===== src/sv/uitf_pkg.sv =====
// ----------------------------------------------------------------------------
// uitf_pkg
// Shared types and constants for the UART idle-timeout frame receiver.
// ----------------------------------------------------------------------------
package uitf_pkg;

    localparam int CMD_W    = 3;
    localparam int BYTE_W   = 8;
    localparam int LEN_W    = 9;
    localparam int LIMIT_W  = 16;

    localparam logic [LIMIT_W-1:0] IDLE_LIMIT_RESET = 16'd50;
    localparam logic [LIMIT_W-1:0] IDLE_SAT         = 16'hFFFF;

    typedef enum logic [CMD_W-1:0] {
        CMD_BYTE  = 3'd0,
        CMD_TICK  = 3'd1,
        CMD_POLL  = 3'd2,
        CMD_READ  = 3'd3,
        CMD_CLEAR = 3'd4
    } cmd_t;

endpackage


===== src/sv/uitf_req_if.sv =====
// ----------------------------------------------------------------------------
// uitf_req_if
// Command channel: valid/ready handshake carrying one command transaction.
// ----------------------------------------------------------------------------
interface uitf_req_if
    import uitf_pkg::*;
();
    logic              valid;
    logic              ready;
    logic [CMD_W-1:0]  cmd;
    logic [BYTE_W-1:0] rx_byte;
    logic [BYTE_W-1:0] read_index;

    modport source (output valid, output cmd, output rx_byte, output read_index,
                    input ready);
    modport sink   (input valid, input cmd, input rx_byte, input read_index,
                    output ready);
endinterface


===== src/sv/uitf_rsp_if.sv =====
// ----------------------------------------------------------------------------
// uitf_rsp_if
// Result channel: valid/ready handshake carrying one status transaction.
// ----------------------------------------------------------------------------
interface uitf_rsp_if
    import uitf_pkg::*;
();
    logic              valid;
    logic              ready;
    logic              frame_ready;
    logic [LEN_W-1:0]  frame_length;
    logic [BYTE_W-1:0] read_data;
    logic              read_valid;
    logic              receiving;

    modport source (output valid, output frame_ready, output frame_length,
                    output read_data, output read_valid, output receiving,
                    input ready);
    modport sink   (input valid, input frame_ready, input frame_length,
                    input read_data, input read_valid, input receiving,
                    output ready);
endinterface


===== src/sv/uitf_cfg_if.sv =====
// ----------------------------------------------------------------------------
// uitf_cfg_if
// Configuration write channel for the idle limit register.
// ----------------------------------------------------------------------------
interface uitf_cfg_if
    import uitf_pkg::*;
();
    logic               valid;
    logic               ready;
    logic [LIMIT_W-1:0] data;

    modport source (output valid, output data, input ready);
    modport sink   (input valid, input data, output ready);
endinterface


===== src/sv/uitf_frame_mem.sv =====
// ----------------------------------------------------------------------------
// uitf_frame_mem
// Two-bank byte store: one bank collects received bytes, the other holds
// the last completed frame. Banks swap on frame end.
// ----------------------------------------------------------------------------
module uitf_frame_mem
    import uitf_pkg::*;
#(
    parameter int DEPTH = 256
)
(
    input  logic                     clk,
    input  logic                     wr_en,
    input  logic                     wr_bank,
    input  logic [$clog2(DEPTH)-1:0] wr_idx,
    input  logic [BYTE_W-1:0]        wr_data,
    input  logic                     rd_en,
    input  logic                     rd_bank,
    input  logic [$clog2(DEPTH)-1:0] rd_idx,
    output logic [BYTE_W-1:0]        rd_data
);

    localparam int IW = $clog2(DEPTH);

    // each bank spans the full index range so {bank, idx} stays in bounds
    logic [BYTE_W-1:0] mem [2**(IW+1)];
    logic [BYTE_W-1:0] rd_data_reg;

    always_ff @(posedge clk)
    begin
        if (wr_en)
        begin
            mem[{wr_bank, wr_idx}] <= wr_data;
        end
    end

    always_ff @(posedge clk)
    begin
        if (rd_en)
        begin
            rd_data_reg <= mem[{rd_bank, rd_idx}];
        end
    end

    assign rd_data = rd_data_reg;

endmodule


===== src/sv/uart_idle_timeout_framer.sv =====
// ----------------------------------------------------------------------------
// uart_idle_timeout_framer
// Collects received bytes and closes a frame after idle_limit idle ticks.
// An accepted command enters the input register and its result then moves to
// the result register once that register is free.
// Throughput: one command per cycle; each command needs at most one store
// access. Input stalls only while a held result waits on the output.
// Frame end swaps the two store banks, so no copy cycles are spent.
// Reset clears framer state and stage valid bits, loads idle_limit with 50;
// the byte store needs no clearing pass and commands are taken right away.
// ----------------------------------------------------------------------------
module uart_idle_timeout_framer
    import uitf_pkg::*;
#(
    parameter int BUF_DEPTH = 256
)
(
    input  logic       clk,
    input  logic       rst_n,
    uitf_req_if.sink   req,
    uitf_rsp_if.source rsp,
    uitf_cfg_if.sink   cfg
);

    localparam int IW   = $clog2(BUF_DEPTH);
    localparam int CW   = $clog2(BUF_DEPTH + 1);
    localparam int CMPW = (CW > BYTE_W) ? CW : BYTE_W;
    localparam logic [CW-1:0]   DEPTH_CNT = CW'(BUF_DEPTH);
    localparam logic [CMPW-1:0] DEPTH_CMP = CMPW'(BUF_DEPTH);

    // input stage
    logic              s1_valid_reg;
    logic [CMD_W-1:0]  s1_cmd_reg;
    logic [BYTE_W-1:0] s1_byte_reg;
    logic [BYTE_W-1:0] s1_idx_reg;

    // result stage
    logic              s2_valid_reg;
    logic              s2_frame_ready_reg;
    logic [LEN_W-1:0]  s2_frame_length_reg;
    logic              s2_read_valid_reg;
    logic              s2_receiving_reg;

    // framer state
    logic [LIMIT_W-1:0] idle_limit_reg;
    logic [CW-1:0]      wr_idx_reg, wr_idx_next;
    logic [CW-1:0]      seen_reg, seen_next;
    logic [LIMIT_W-1:0] idle_reg, idle_next;
    logic               active_reg, active_next;
    logic               ready_flag_reg, ready_flag_next;
    logic [CW-1:0]      latched_reg, latched_next;
    logic               bank_reg, bank_next;

    logic               s2_free;
    logic               s1_adv;
    logic               mem_wr_en;
    logic               mem_rd_en;
    logic               frame_end;
    logic               frame_ready_next;
    logic               read_valid_next;
    logic [LIMIT_W-1:0] idle_inc;
    logic [CMPW-1:0]    idx_cmp;
    logic [CMPW-1:0]    latched_cmp;
    logic [BYTE_W-1:0]  mem_rd_data;

    assign s2_free   = !s2_valid_reg || rsp.ready;
    assign s1_adv    = s1_valid_reg && s2_free;
    assign req.ready = !s1_valid_reg || s2_free;
    assign cfg.ready = 1'b1;

    assign idle_inc    = (idle_reg == IDLE_SAT) ? idle_reg : idle_reg + 1'b1;
    assign idx_cmp     = CMPW'(s1_idx_reg);
    assign latched_cmp = CMPW'(latched_reg);

    always_comb
    begin
        wr_idx_next      = wr_idx_reg;
        seen_next        = seen_reg;
        idle_next        = idle_reg;
        active_next      = active_reg;
        ready_flag_next  = ready_flag_reg;
        latched_next     = latched_reg;
        bank_next        = bank_reg;
        mem_wr_en        = 1'b0;
        mem_rd_en        = 1'b0;
        frame_end        = 1'b0;
        frame_ready_next = 1'b0;
        read_valid_next  = 1'b0;

        if (s1_adv)
        begin
            unique case (cmd_t'(s1_cmd_reg))
                CMD_BYTE:
                begin
                    active_next = 1'b1;
                    if (wr_idx_reg < DEPTH_CNT)
                    begin
                        mem_wr_en   = 1'b1;
                        wr_idx_next = wr_idx_reg + 1'b1;
                    end
                    else
                    begin
                        // store full: drop the byte and wrap
                        wr_idx_next = '0;
                    end
                end
                CMD_TICK:
                begin
                    if (active_reg)
                    begin
                        if (seen_reg < wr_idx_reg)
                        begin
                            seen_next = wr_idx_reg;
                            idle_next = '0;
                        end
                        else
                        begin
                            idle_next = idle_inc;
                            if (idle_inc >= idle_limit_reg)
                            begin
                                // close the frame: hand the collecting bank over
                                frame_end       = 1'b1;
                                latched_next    = seen_reg;
                                ready_flag_next = 1'b1;
                                bank_next       = !bank_reg;
                                wr_idx_next     = '0;
                                seen_next       = '0;
                                idle_next       = '0;
                                active_next     = 1'b0;
                            end
                        end
                    end
                end
                CMD_POLL:
                begin
                    frame_ready_next = ready_flag_reg;
                    ready_flag_next  = 1'b0;
                end
                CMD_READ:
                begin
                    if (idx_cmp < latched_cmp && idx_cmp < DEPTH_CMP)
                    begin
                        mem_rd_en       = 1'b1;
                        read_valid_next = 1'b1;
                    end
                end
                CMD_CLEAR:
                begin
                    ready_flag_next = 1'b0;
                    latched_next    = '0;
                    wr_idx_next     = '0;
                    seen_next       = '0;
                    idle_next       = '0;
                    active_next     = 1'b0;
                end
                default:
                begin
                end
            endcase
        end
    end

    always_ff @(posedge clk or negedge rst_n)
    begin
        if (!rst_n)
        begin
            idle_limit_reg <= IDLE_LIMIT_RESET;
        end
        else if (cfg.valid && cfg.ready)
        begin
            idle_limit_reg <= cfg.data;
        end
    end

    always_ff @(posedge clk or negedge rst_n)
    begin
        if (!rst_n)
        begin
            wr_idx_reg     <= '0;
            seen_reg       <= '0;
            idle_reg       <= '0;
            active_reg     <= 1'b0;
            ready_flag_reg <= 1'b0;
            latched_reg    <= '0;
            bank_reg       <= 1'b0;
        end
        else
        begin
            wr_idx_reg     <= wr_idx_next;
            seen_reg       <= seen_next;
            idle_reg       <= idle_next;
            active_reg     <= active_next;
            ready_flag_reg <= ready_flag_next;
            latched_reg    <= latched_next;
            bank_reg       <= bank_next;
        end
    end

    always_ff @(posedge clk or negedge rst_n)
    begin
        if (!rst_n)
        begin
            s1_valid_reg <= 1'b0;
            s2_valid_reg <= 1'b0;
        end
        else
        begin
            if (req.ready)
            begin
                s1_valid_reg <= req.valid;
            end
            if (s2_free)
            begin
                s2_valid_reg <= s1_valid_reg;
            end
        end
    end

    always_ff @(posedge clk)
    begin
        if (req.valid && req.ready)
        begin
            s1_cmd_reg  <= req.cmd;
            s1_byte_reg <= req.rx_byte;
            s1_idx_reg  <= req.read_index;
        end
        if (s1_adv)
        begin
            s2_frame_ready_reg  <= frame_ready_next;
            s2_frame_length_reg <= LEN_W'(latched_next);
            s2_read_valid_reg   <= read_valid_next;
            s2_receiving_reg    <= active_next;
        end
    end

    uitf_frame_mem #(
        .DEPTH (BUF_DEPTH)
    ) u_mem (
        .clk     (clk),
        .wr_en   (mem_wr_en),
        .wr_bank (bank_reg),
        .wr_idx  (wr_idx_reg[IW-1:0]),
        .wr_data (s1_byte_reg),
        .rd_en   (mem_rd_en),
        .rd_bank (!bank_reg),
        .rd_idx  (IW'(s1_idx_reg)),
        .rd_data (mem_rd_data)
    );

    assign rsp.valid        = s2_valid_reg;
    assign rsp.frame_ready  = s2_frame_ready_reg;
    assign rsp.frame_length = s2_frame_length_reg;
    assign rsp.read_data    = s2_read_valid_reg ? mem_rd_data : '0;
    assign rsp.read_valid   = s2_read_valid_reg;
    assign rsp.receiving    = s2_receiving_reg;

    // write index never runs past the store depth
    assert property (@(posedge clk) disable iff (!rst_n)
        wr_idx_reg <= DEPTH_CNT)
        else $error("write index beyond store depth");

    // an idle collector holds no counts
    assert property (@(posedge clk) disable iff (!rst_n)
        !active_reg |-> (wr_idx_reg == '0 && seen_reg == '0 && idle_reg == '0))
        else $error("collector counters set while inactive");

    // frame end raises the ready flag and swaps banks
    assert property (@(posedge clk) disable iff (!rst_n)
        frame_end |=> (ready_flag_reg && bank_reg != $past(bank_reg)))
        else $error("frame end did not publish the frame");

    // banks only swap on frame end
    assert property (@(posedge clk) disable iff (!rst_n)
        !frame_end |=> $stable(bank_reg))
        else $error("bank swapped without frame end");

    // reads only hit the completed frame
    assert property (@(posedge clk) disable iff (!rst_n)
        mem_rd_en |-> (idx_cmp < latched_cmp))
        else $error("read beyond latched frame length");

endmodule

===== src/flat_wrapper.sv =====
// flat-port wrapper written by rule: the top's interface ports become plain ports
module uart_idle_timeout_framer_flat import uitf_pkg::*;
#(
    parameter int BUF_DEPTH = 256
)
  (clk, rst_n, req_valid, req_cmd, req_rx_byte, req_read_index, req_ready, rsp_valid, rsp_frame_ready, rsp_frame_length, rsp_read_data, rsp_read_valid, rsp_receiving, rsp_ready, cfg_valid, cfg_data, cfg_ready);
  uitf_req_if req_i ();
  uitf_rsp_if rsp_i ();
  uitf_cfg_if cfg_i ();
  input  logic clk;
  input  logic rst_n;
  input wire logic [$bits(req_i.valid)-1:0] req_valid;
  input wire logic [$bits(req_i.cmd)-1:0] req_cmd;
  input wire logic [$bits(req_i.rx_byte)-1:0] req_rx_byte;
  input wire logic [$bits(req_i.read_index)-1:0] req_read_index;
  output wire logic [$bits(req_i.ready)-1:0] req_ready;
  output wire logic [$bits(rsp_i.valid)-1:0] rsp_valid;
  output wire logic [$bits(rsp_i.frame_ready)-1:0] rsp_frame_ready;
  output wire logic [$bits(rsp_i.frame_length)-1:0] rsp_frame_length;
  output wire logic [$bits(rsp_i.read_data)-1:0] rsp_read_data;
  output wire logic [$bits(rsp_i.read_valid)-1:0] rsp_read_valid;
  output wire logic [$bits(rsp_i.receiving)-1:0] rsp_receiving;
  input wire logic [$bits(rsp_i.ready)-1:0] rsp_ready;
  input wire logic [$bits(cfg_i.valid)-1:0] cfg_valid;
  input wire logic [$bits(cfg_i.data)-1:0] cfg_data;
  output wire logic [$bits(cfg_i.ready)-1:0] cfg_ready;
  assign req_i.valid = req_valid;
  assign req_i.cmd = req_cmd;
  assign req_i.rx_byte = req_rx_byte;
  assign req_i.read_index = req_read_index;
  assign req_ready = req_i.ready;
  assign rsp_valid = rsp_i.valid;
  assign rsp_frame_ready = rsp_i.frame_ready;
  assign rsp_frame_length = rsp_i.frame_length;
  assign rsp_read_data = rsp_i.read_data;
  assign rsp_read_valid = rsp_i.read_valid;
  assign rsp_receiving = rsp_i.receiving;
  assign rsp_i.ready = rsp_ready;
  assign cfg_i.valid = cfg_valid;
  assign cfg_i.data = cfg_data;
  assign cfg_ready = cfg_i.ready;
  uart_idle_timeout_framer #(.BUF_DEPTH(BUF_DEPTH)) u_core (.clk(clk), .rst_n(rst_n), .req(req_i), .rsp(rsp_i), .cfg(cfg_i));
endmodule

===== config.mk =====
export PLATFORM = sky130hd
export DESIGN_NAME = uart_idle_timeout_framer_flat
export DESIGN_NICKNAME = d
export VERILOG_FILES = /design/src/sv/uitf_pkg.sv /design/src/sv/uitf_req_if.sv /design/src/sv/uitf_rsp_if.sv /design/src/sv/uitf_cfg_if.sv /design/src/sv/uitf_frame_mem.sv /design/src/sv/uart_idle_timeout_framer.sv /design/src/flat_wrapper.sv
export SDC_FILE = /design/constraint.sdc
export NUM_CORES = 2
export LEC_CHECK = 0
export BUFFER_PORTS_ARGS = -buffer_cell sky130_fd_sc_hd__buf_2
export CAP_MARGIN = 20
export CELL_PAD_IN_SITES_DETAIL_PLACEMENT = 0
export CELL_PAD_IN_SITES_GLOBAL_PLACEMENT = 1
export CORE_MARGIN = 1
export CORE_UTILIZATION = 35
export DETAILED_ROUTE_END_ITERATION = 10
export PLACE_DENSITY = 0.59
export RECOVER_POWER = 100
export REMOVE_ABC_BUFFERS = 1
export SKIP_LAST_GASP = 1
export SYNTH_ARGS = -nofsm -noshare
export SYNTH_HDL_FRONTEND = slang
export SYNTH_SLANG_ARGS = --single-unit

===== constraint.sdc =====
create_clock -name clk -period 7.11 [get_ports clk]
set_input_delay 0.711 -clock clk [delete_from_list [all_inputs] [get_ports clk]]
set_output_delay 0.711 -clock clk [all_outputs]
set_load 0.05 [all_outputs]

Word level (Yosys, flattened, before mapping). Memory sizes are Yosys's and may differ from the RTL's. A register that Yosys moved wholly into a read port is not among the register bits. Index checks and enable logic that the tools add are counted.

Bits in registers: 95. Memories kept: 1. Output and inout port bits: 23. Memory bits (writable): 4096. Bits of input ports: 40. Word-level logic and storage cells: 89.

Eq/ne operators: 9. Add/sub/neg operators: 2. $lt $le $gt $ge: 5. Bitwise operators: 1. Reductions and logical operators: 18. Muxes and demuxes: 36.

Memory list: u_core.u_mem.mem (words 512, width 8, rd ports 1, clocked after memory_dff 1, wr ports 1, line uitf_frame_mem.sv:26) `logic [BYTE_W-1:0] mem [2**(IW+1)];`.

Operators by type and width (count): 2-to-1 mux 9 bit (10); 2-to-1 mux 16 bit (4); case mux 9 bit (2 select lines) (2); case mux 16 bit (2 select lines) (1); case mux 9 bit (3 select lines) (1); adder 16 x 1 -> 16 bit (second input constant) (1); equality test 16 bit (second input constant) (1); greater-or-equal comparator 16 bit (1); 2-to-1 mux 1 bit (15); AND reduction 5 bit (3); adder 9 x 1 -> 9 bit (second input constant) (1); less-than comparator 8 x 9 -> 1 bit (1); less-than comparator 8 x 9 -> 1 bit (second input constant) (1); less-than comparator 9 bit (1); less-than comparator 9 bit (second input constant) (1); 2-to-1 mux 8 bit (1); equality test 3 x 2 -> 1 bit (second input constant) (2); inequality test 2 x 1 -> 1 bit (second input constant) (2); AND reduction 4 bit (1); nonzero test 2 bit (2); equality test 3 x 1 -> 1 bit (second input constant) (1); equality test 3 bit (second input constant) (1); logical AND 1 bit (3); logical NOT 1 bit (3); 10 further kinds (11).

Depth between registers and ports, before layout.
Word-level depth: 8. Gate-level depth with buffers: 19. Mapped depth without buffers: 16.

By module. A second synthesis with hierarchy kept.

Cell total of the unflattened synthesis: 8512. Area, all modules: 165015.8 um^2.

Modules (own cells, without submodules): uitf_frame_mem (times used 1, area an instance 160007.2 um^2, cells each 8030, sequential area each 123238.2 um^2); uart_idle_timeout_framer (times used 1, area an instance 5008.6 um^2, cells each 482, sequential area each 2536.2 um^2).

Worst setup path before layout. OpenSTA, ideal clock, no wires.

Path kind: register to register. From: register u_core.s1_byte_reg[0]. To: memory u_core.u_mem.mem[0][0], data pin. Setup time: 1435 ps. Clock period less this slack: 7593 ps. Arrival: 6158 ps. Setup slack: -483 ps. Path buffers: 0. Required time: 5675 ps. Cell stages (with the launch flop): 1. Path through: edfxtp_1.

RTL lines: start, declared (line uart_idle_timeout_framer.sv:34) `logic [BYTE_W-1:0] s1_byte_reg;`; start signal, assigned (line uart_idle_timeout_framer.sv:224) `s1_byte_reg <= req.rx_byte;`; end, declared (line uitf_frame_mem.sv:26).

Straight into the memory's write port.

Final worst setup path.
From: register u_core.s2_valid_reg, in the netlist u_core.rsp.valid. To: memory u_core.u_mem.mem[407][5], enable pin.

Word-level cells in the longest chain between the ends: 6.

Ends and longest elaborated chain: start, declared (line uart_idle_timeout_framer.sv:38) `logic s2_valid_reg;`; start signal, assigned (line uart_idle_timeout_framer.sv:214) `s2_valid_reg <= s1_valid_reg;`; logical NOT 1 bit (line uart_idle_timeout_framer.sv:66) `assign s2_free = !s2_valid_reg || rsp.ready;`; logical OR 1 bit (line uart_idle_timeout_framer.sv:66); logical AND 1 bit (line uart_idle_timeout_framer.sv:67) `assign s1_adv = s1_valid_reg && s2_free;`; 2-to-1 mux 1 bit (line uart_idle_timeout_framer.sv:90) `if (s1_adv)`; 2-to-1 mux 1 bit (line uitf_frame_mem.sv:31) `if (wr_en)`; 2-to-1 mux 1 bit (implied by the code) (line uitf_frame_mem.sv:33) `mem[{wr_bank, wr_idx}] <= wr_data;`.

Every way passes these cells.

==> flow_summary.json <==
{
  "fp.coreArea_um2": 463600,
  "pre_cts_ws_ps": 1338,
  "post_cts_resized": 0,
  "fin_skew_ps": 48.80,
  "ctsHoldBuffers": 36,
  "cts_made_buffers": 422,
  "ff_latch_area_um2": 125800,
  "violations": "capacitance limit, slew limit",
  "grt_pass1_wl_um": 622400,
  "htree_levels": 5,
  "ys_types": 61,
  "areaGrowthSynthToFinish_pct": 13.52,
  "final_nets": 8046,
  "ys_seq_elements": 4199,
  "cts_root_buffer": "clkbuf_16",
  "num_rows": 250,
  "tritoncts": "yes",
  "portBuffers": 61,
  "synthArstFlopShare_pct": 1.524,
  "drcViolationCount": 0,
  "gr-total-overflow": 0,
  "ant_nets": 0,
  "post_cts_buffers": 0,
  "cp.arrival_ps": 6530,
  "cp-start-kind": "flop",
  "ioPinCount": 63,
  "finalHoldViolCount": 0,
  "die_area_um2": 468500,
  "clk_latency_ps": 980,
  "cp.required_ps": 7690,
  "synthCells": 7733,
  "cts.path.max_buffers": 4,
  "drive_gt1_share_pct": 24.13,
  "vias": 78510,
  "multiInputGateArea_um2": 35060,
  "cp-end-kind": "flop",
  "antenna_found_initial": 24,
  "p_leak_nw": 56.69,
  "holdCritPathClass": "in -> reg",
  "routed_wire_length_per_instance_um": 30.21,
  "cts_num_sinks": 4199,
  "layout_setup_ws_ps": 1154,
  "fill_cells": 40610,
  "finalPower_mw": 53.19,
  "viasPerCell": 5.413,
  "maxCapViolations": 33,
  "yosysSeqAreaShare_pct": 77.15,
  "gp_congestion": 0.8257,
  "dp_hpwl_um": 265400,
  "synth.yosys.warnings": 0,
  "use_met3_pct": 2.538,
  "path_max_fanout": 9,
  "die_w_um": 684.5,
  "post-route-period-util_pct": 83.77,
  "min_period_ps": 5956,
  "fin_worst_hold_slack_ps": 192.4,
  "synth-edff-count": 4135,
  "grt_max_degree": 167,
  "power_density_nw_per_um2": 287.4,
  "syn_avg_cell_area_um2": 21.08,
  "largest_reg_flops": 4096,
  "rrSetupSlack_ps": 1150,
  "first_pass_iters": 5,
  "grt_util_met2_pct": 30.66,
  "maxSlewHeadroom_pct": -267.5,
  "dieHeight_um": 684.5,
  "netlist_area_um2": 163000,
  "drt_iter0_markers": 8427,
  "routed_wirelength_um": 438300,
  "peakVddDrop_mv": 0.2155,
  "slew_viol_final": 2651,
  "tightest_slew_ps": 5512,
  "grt_busiest_layer": "met2",
  "grt_pass1_vias": 81010,
  "status": "finished, violations left",
  "clk_pin_slew_ps": 60,
  "track_usage_pct": 18.35,
  "synthFlopType": "edfxtp_1",
  "finalSetupTns_ps": 0,
  "setup_viol": 0,
  "rsz0062_at_grt": "false",
  "start_util_pct": 35.17,
  "use_met1_pct": 25.20,
  "fmax_mhz": 167.9,
  "crit_type": "reg -> reg"
}
## power by group
group | switching [mW] | internal [mW]
combinational | 2.43 | 0.981
clock | 9.46 | 12.9
sequential | 0.0781 | 27.3
## placed cells by master (no fill, tap or decap), drive strengths merged, types with 3 or more instances in the layout
| cell type | n |
|---|---|
| nand4 | 36 |
| xor2 | 3 |
| buf | 184 |
| edfxtp | 4135 |
| bufinv | 52 |
| and2 | 11 |
| inv | 66 |
| o21ai | 122 |
| o22ai | 107 |
| a211oi | 31 |
| diode | 10 |
| dfstp | 3 |
| clkinv | 172 |
| a21o | 8 |
| xnor2 | 9 |
| nor4 | 7 |
| dlygate4sd3 | 36 |
| or3 | 6 |
| nand3b | 4 |
| nand3 | 21 |
| nand2b | 13 |
| clkbuf | 571 |
| a22o | 17 |
| dfrtp | 61 |
| a31oi | 14 |
| or2 | 3 |
| nand2 | 102 |
| mux2i | 170 |
| nor2 | 815 |
| a21oi | 143 |
| o221ai | 125 |
| mux2 | 128 |
| o31ai | 4 |
| o21a | 3 |
| mux4 | 1025 |
| clkinvlp | 27 |
| ha | 36 |
| and3 | 4 |
| nor3 | 19 |
| nor2b | 9 |
## path summary, 6_finish.rpt
path | startpoint | end | cells past startpoint
worst min register to register | u_core.idle_limit_reg[1]$_DFFE_PN1P_ | u_core.idle_limit_reg[1]$_DFFE_PN1P_ | 2
worst max-delay path | u_core.rsp.valid$_DFFE_PN0P_ | u_core.u_mem.mem[407][5]$_DFFE_PP_ | 9
min in group asynchronous | rst_n | u_core.rsp.valid$_DFFE_PN0P_ | 2
worst min-delay path | req_read_index[3] | u_core.s1_idx_reg[3]$_DFFE_PP_ | 1
worst max register to register | u_core.rsp.valid$_DFFE_PN0P_ | u_core.u_mem.mem[407][5]$_DFFE_PP_ | 9
max in group asynchronous | rst_n | u_core.latched_cmp[6]$_DFF_PN0_ | 2
## layout make-up
| type | instances | area share (%) |
|---|---|---|
| sequential | 4199 | 67.96 |
| clock inverter | 271 | 1.531 |
| antenna | 10 | 0.01352 |
| multi-input combinational | 3014 | 18.94 |
| clock buffer | 505 | 5.932 |
| timing repair buffer | 287 | 1.343 |
| inverter | 46 | 0.09736 |
| tap | 6174 | 4.174 |
## metrics by stage
| step | util [%] | std cells | area [um2] |
|---|---|---|---|
| 2_1_floorplan | - | 7259 | 160900 |
| 3_3_place_gp | 36.94 | 13680 | 171200 |
| 3_5_place_dp | 36.95 | 13680 | 171300 |
| 4_1_cts | 40.01 | 14500 | 185500 |
| 5_1_grt | 39.92 | 14500 | 185100 |
| 6_report | 39.92 | 14510 | 185100 |
## synthesized netlist by cell type, types with 12 or more instances
master,number,area (um2)
o22ai_1,107,669.4
nor3_1,17,85.08
mux4_2,1025,23080
inv_1,46,172.7
ha_1,36,450.4
nand2b_1,12,75.07
nand3_1,21,105.1
nor2_1,813,3052
clkbuf_1,223,837.1
mux2i_1,170,1702
mux2_2,128,1441
o221ai_1,125,1095
a211oi_1,31,232.7
buf_2,150,750.7
a22o_1,17,148.9
nand2_1,102,382.9
nand4_1,35,219.0
buf_1,60,225.2
dfrtp_1,61,1526
o21ai_0,122,610.6
a21oi_1,143,715.7
buf_4,38,285.3
a31oi_1,14,87.58
edfxtp_1,4135,124200
## worst max-delay path, stage by stage, from the launching register on
cell and delay, ps:
dfrtp_1 400, nand2b_1 110, nand2_1 320, or2_0 410, nor4_1 1440, nand3_1 370, nor2_1 640, nand2_1 550
clkbuf_1 530, nor2_1 750
## layer usage
layer,vias up,part of all wire [%]
li1,32580,-
met1,42340,42
met2,2988,49
met3,602,6.0
met4,2,2.9
met5,-,0.0030
## cell families (layout without fill, tap and decap cells)
family	after synthesis	after routing	synth area share [%]
DFF	4199	4199	77.15
muxes	1323	1323	16.09
and+or+nand+nor	1056	1056	2.682
AOI/OAI and AO/OA	586	586	2.318
buffers and inverters	520	1109	1.414
adders and majority gates	36	36	0.2763
xor gates and xnor gates	12	12	0.06448
other	1	11	0.002300
Power figures use the tool's default switching activity.
